**src/sv/rrrs_pkg.sv**
```systemverilog
// rrrs_pkg: command codes, widths and controller/datapath structs
// for the rotatable reversible ring store; no dependencies
package rrrs_pkg;

  localparam logic [2:0] CMD_READ    = 3'd0;
  localparam logic [2:0] CMD_WRITE   = 3'd1;
  localparam logic [2:0] CMD_ROTATE  = 3'd2;
  localparam logic [2:0] CMD_TOGGLE  = 3'd3;
  localparam logic [2:0] CMD_ZERO    = 3'd4;
  localparam logic [2:0] CMD_SORT    = 3'd5;

  localparam int unsigned CmdWidth  = 3;
  localparam int unsigned IdxWidth  = 16;
  localparam int unsigned ValWidth  = 32;
  localparam int unsigned OrgWidth  = 8;
  localparam int unsigned LenWidth  = 9;

  // controller to datapath
  typedef struct packed {
    logic load;       // capture sum sign and magnitude, start mod
    logic mod_step;   // one restoring division step
    logic mem_read;   // read mapped slot
    logic mem_write;  // write mapped slot
    logic set_origin; // origin <- mapped slot
    logic toggle;
    logic zero_org;
    logic sort_init;  // a <- 1, b <- 1
    logic sort_rd;    // read store[b-1] into rdata
    logic sort_cmp;   // compare / shift step
    logic sort_next;  // place key, advance a
    logic sort_key;   // load key from store[a]
    logic out_load;
  } ctl_t;

  typedef struct packed {
    logic mod_done;
    logic sort_done;  // a >= len
    logic shift_more; // b > 0 and store[b-1] > key
  } sts_t;

endpackage

```
**src/sv/rrrs_ctrl.sv**
```systemverilog
// rrrs_ctrl: sequencer for command decode, modulo, memory access and sort
// depends on rrrs_pkg
module rrrs_ctrl (
  input  logic                          clk_i,
  input  logic                          rst_ni,
  input  logic                          in_valid_i,
  output logic                          in_ready_o,
  input  logic [rrrs_pkg::CmdWidth-1:0] cmd_i,
  output logic                          out_valid_o,
  input  logic                          out_ready_i,
  output rrrs_pkg::ctl_t                ctl_o,
  input  rrrs_pkg::sts_t                sts_i
);
  localparam logic [3:0] S_IDLE = 4'd0, S_MOD = 4'd1, S_ACT = 4'd2, S_RES = 4'd3,
                         S_OUT = 4'd4, S_SKEY = 4'd5, S_SRD = 4'd6, S_SCMP = 4'd7,
                         S_SMAP = 4'd8, S_SMOD = 4'd9, S_SCHK = 4'd10;
  logic [3:0] st_q, st_d;
  logic       ov_q, ov_d;

  assign in_ready_o  = (st_q == S_IDLE) && !ov_q;
  assign out_valid_o = ov_q;

  always_comb begin
    st_d  = st_q;
    ov_d  = ov_q && !out_ready_i;
    ctl_o = '0;
    case (st_q)
      S_IDLE: if (in_valid_i && in_ready_o) begin
        if (cmd_i == rrrs_pkg::CMD_SORT) begin
          ctl_o.sort_init = 1'b1;
          st_d = S_SCHK;
        end else begin
          ctl_o.load = 1'b1;
          st_d = S_MOD;
        end
      end
      S_MOD: begin
        if (sts_i.mod_done) st_d = S_ACT;
        else ctl_o.mod_step = 1'b1;
      end
      S_ACT: begin
        case (cmd_i)
          rrrs_pkg::CMD_READ:   ctl_o.mem_read = 1'b1;
          rrrs_pkg::CMD_WRITE:  ctl_o.mem_write = 1'b1;
          rrrs_pkg::CMD_ROTATE,
          rrrs_pkg::CMD_SORT:   ctl_o.set_origin = 1'b1;
          rrrs_pkg::CMD_TOGGLE: ctl_o.toggle = 1'b1;
          rrrs_pkg::CMD_ZERO:   ctl_o.zero_org = 1'b1;
          default: ;
        endcase
        st_d = S_RES;
      end
      S_RES: begin
        ctl_o.out_load = 1'b1;
        st_d = S_OUT;
      end
      S_OUT: begin
        ov_d = 1'b1;
        st_d = S_IDLE;
      end
      S_SCHK: begin
        if (sts_i.sort_done) st_d = S_SMAP;
        else begin
          ctl_o.sort_key = 1'b1;
          st_d = S_SRD;
        end
      end
      S_SKEY: st_d = S_SRD;
      S_SRD: begin
        ctl_o.sort_rd = 1'b1;
        st_d = S_SCMP;
      end
      S_SCMP: begin
        ctl_o.sort_cmp = 1'b1;
        if (sts_i.shift_more) st_d = S_SRD;
        else begin
          ctl_o.sort_cmp = 1'b0;
          ctl_o.sort_next = 1'b1;
          st_d = S_SCHK;
        end
      end
      S_SMAP: begin
        ctl_o.load = 1'b1;
        st_d = S_MOD;
      end
      S_SMOD: st_d = S_MOD;
      default: st_d = S_IDLE;
    endcase
  end

  always_ff @(posedge clk_i or negedge rst_ni) begin
    if (!rst_ni) begin
      st_q <= S_IDLE;
      ov_q <= 1'b0;
    end else begin
      st_q <= st_d;
      ov_q <= ov_d;
    end
  end
endmodule

```
**config.mk**
```make
export PLATFORM = sky130hd
export DESIGN_NAME = rrrs_ctrl
export DESIGN_NICKNAME = d
export VERILOG_FILES = /design/src/sv/rrrs_pkg.sv /design/src/sv/rrrs_ctrl.sv
export SDC_FILE = /design/constraint.sdc
export NUM_CORES = 1
export LEC_CHECK = 0
export ABC_AREA = 1
export BUFFER_PORTS_ARGS = -buffer_cell sky130_fd_sc_hd__buf_2
export CAP_MARGIN = 25
export CORE_UTILIZATION = 35
export DETAILED_ROUTE_END_ITERATION = 12
export SYNTH_ARGS = -nofsm -noshare
export SYNTH_HDL_FRONTEND = slang
export SYNTH_SLANG_ARGS = --single-unit
```
**constraint.sdc**
```tcl
create_clock -name clk_i -period 1.8 [get_ports clk_i]
set_input_delay 0.09 -clock clk_i [delete_from_list [all_inputs] [get_ports clk_i]]
set_output_delay 0.09 -clock clk_i [all_outputs]
set_load 0.05 [all_outputs]
```
==> reports/summary.txt <==
worst vdd ir = 0.970 mV
Synth area leaders = dfrtp_1 (26%), inv_1 (11%), nor2_4 (9.4%), nand2_1 (8.7%), nor2_1 (7.9%)
Pre-antenna DRT Iters = 2
clock insertion delay at the later pin of the skew report = 0.23 ns
DR iter-0 viols = 9
Tightest Pin Transition = 0.246 ns
Crit. End Element = output port
total CTS buffers = 3
yosys synthesis warning count = 0
# DRC = 0
FF+latch count, synth = 5
commonest non-fill, non-tap cell in the layout = buf_2
RSZ-0062 raised after global routing = no
wire length of the first global-routing pass = 1.83 mm
Reg clk slew, reported paths = 0.04 ns
die width = 38.9 microns
dpl ws = 0.512 ns
Max H-tree Level = 1
Detail Route Antenna Nets = 0
Critical Path Source Type = register
Final Hold Vio Count = 0
Core Area = 1190 sq um
Combinational Power Share = 68.6%
syn_area_per_cell = 6.53 sq um
Distinct cells, synth = 18
DR vias = 521
RD Place Congestion = 0.834
TritonCTS clock tree = done
Area Growth Syn to Fin = 39.4%
Hold Path Class = in -> reg
Setup WS post-layout = 0.258 ns
Initial Util = 40.2%
setup bufs post-CTS = 0
root buffer cell = clkbuf_4
Internal Power = 457 uW
P per Cell Area = 1680 nW/um^2
final WL = 1.08 mm
num rows = 12
final worst path period share = 85.7%
CP Data Arrival Time = 1.45 ns
vias in the first global route = 443
maximum fanout along the worst path = 4
LEAKAGE = 0.404 nW
Flop pwr share = 20.3%
Final #Nets = 113
switching power = 658 uW
final number of setup-violating endpoints = 0
Setup TNS Final = 0 ns
gr usage total = 18.4%
clock sinks = 5
max_slew headroom = 83.6%
diode count = 0
die height = 38.9 microns
share of cells above drive strength 1 = 43.1%
post-synthesis instance total = 73
# IOs = 25
WL/cell = 9.30 microns
post-synth top area share = 26.2%
clock skew = 0.000908 ns
R2R setup slack = 0.64 ns
switching portion of total power = 59.0%
crit path time final = 1.54 ns
Port Buffers = 24
Cell Area, Synth = 477 sq um
Peak Freq = 648 MHz
Final HPWL DP = 954 microns
most frequent cells in the layout = buf_2 (24), inv_1 (14), nand2_1 (11)
initial antenna violation count = 0
Worst Path Required = 1.71 ns
sequential share of the synthesized area = 26.2%
Clock Power Share = 11.1%
max-slew violation count = 0
status = completed
Max Root-Sink Buffers = 2
die area = 1510 sq um
Max Cap Viol = 0
syn_nets = 83
CP Class = reg -> out
area leader, netlist = dfrtp_1
largest net degree at the start of global routing = 7
DR vias/cell = 4.49
fillers = 125
GRT overflow = 0
-- power by group through the flow --
stage	clock network, mW	registers [mW]	logic [mW]
2_1_floorplan	0	0.257	0.590
3_3_place_gp	0	0.227	0.776
3_5_place_dp	0	0.228	0.767
4_1_cts	0.130	0.226	0.770
5_1_grt	0.131	0.236	0.843
6_report	0.124	0.226	0.766
-- path summary, 6_finish.rpt --
check                             from          end  depth (start not counted)
max reg2reg                    st_q[0]      st_q[3]                          6
max                            st_q[0]    ctl_o[12]                          6
min in group asynchronous       rst_ni      st_q[1]                          2
min                        out_ready_i  out_valid_o                          2
min reg2reg                out_valid_o  out_valid_o                          2
max in group asynchronous       rst_ni      st_q[3]                          2
-- per-layer routing --
metal / global-route usage (%) / share of wire, %
met2: 25.4 / 45
met1: 25.2 / 52
met4: 12.9 / 0
met3: 3.47 / 3.2
met5: 0 / 0
-- critical path, cell delays in order (launching register included) --
cell and delay [ns]:
dfrtp_1 0.42, nor2_1 0.19, nand2_4 0.10, nor2_4 0.08, nand3_1 0.07, o21ai_1 0.08
buf_2 0.28
-- what timing repair did --
action                                 CTS  global route
gates resized for setup                  0             0
endpoints found under the hold margin    5             0
hold buffers                             1             0
-- kinds of logic (layout without fill, tap and decap cells) --
family	Yosys count	count (layout)	share of synthesized area [%]
compound gates	8	8	11.6
flops	5	5	26.2
simple gates	43	43	48.8
buf+inv	17	46	13.4
-- registers in the layout, summed over array words and instances (netlist names) --
name         count
out_valid_o      1
st_q             4
-- area by class of cell --
cell class / count / area, sq um / area share, %
Inverter: 17 / 63.8 / 9.60
Sequential cell: 5 / 125 / 18.8
Multi-Input combinational cell: 51 / 302 / 45.4
Timing Repair Buffer: 25 / 130 / 19.6
Clock buffer: 4 / 26.3 / 3.95
Tap cell: 14 / 17.5 / 2.64
-- synthesized netlist by cell type, drive strengths merged --
master,count
inv,17
nand2,15
nor2,14
nand3,7
dfrtp,5
nor3,4
o21ai,4
nor4,3
a21oi,2
a21o,1
o22ai,1
-- per-stage QoR --
stage	power, mW	utilization [%]	instances	area (sq um)	hold slack [ns]
floorplan	0.846	-	73	490	-0.206
global placement	1.00	53.0	111	628	-0.0941
detailed placement	0.995	53.0	111	628	-0.0930
CTS	1.13	56.0	116	664	0.0629
global route	1.21	56.0	116	664	0.0886
finish	1.12	56.0	116	664	0.0688
Power figures use the tool's default switching activity.
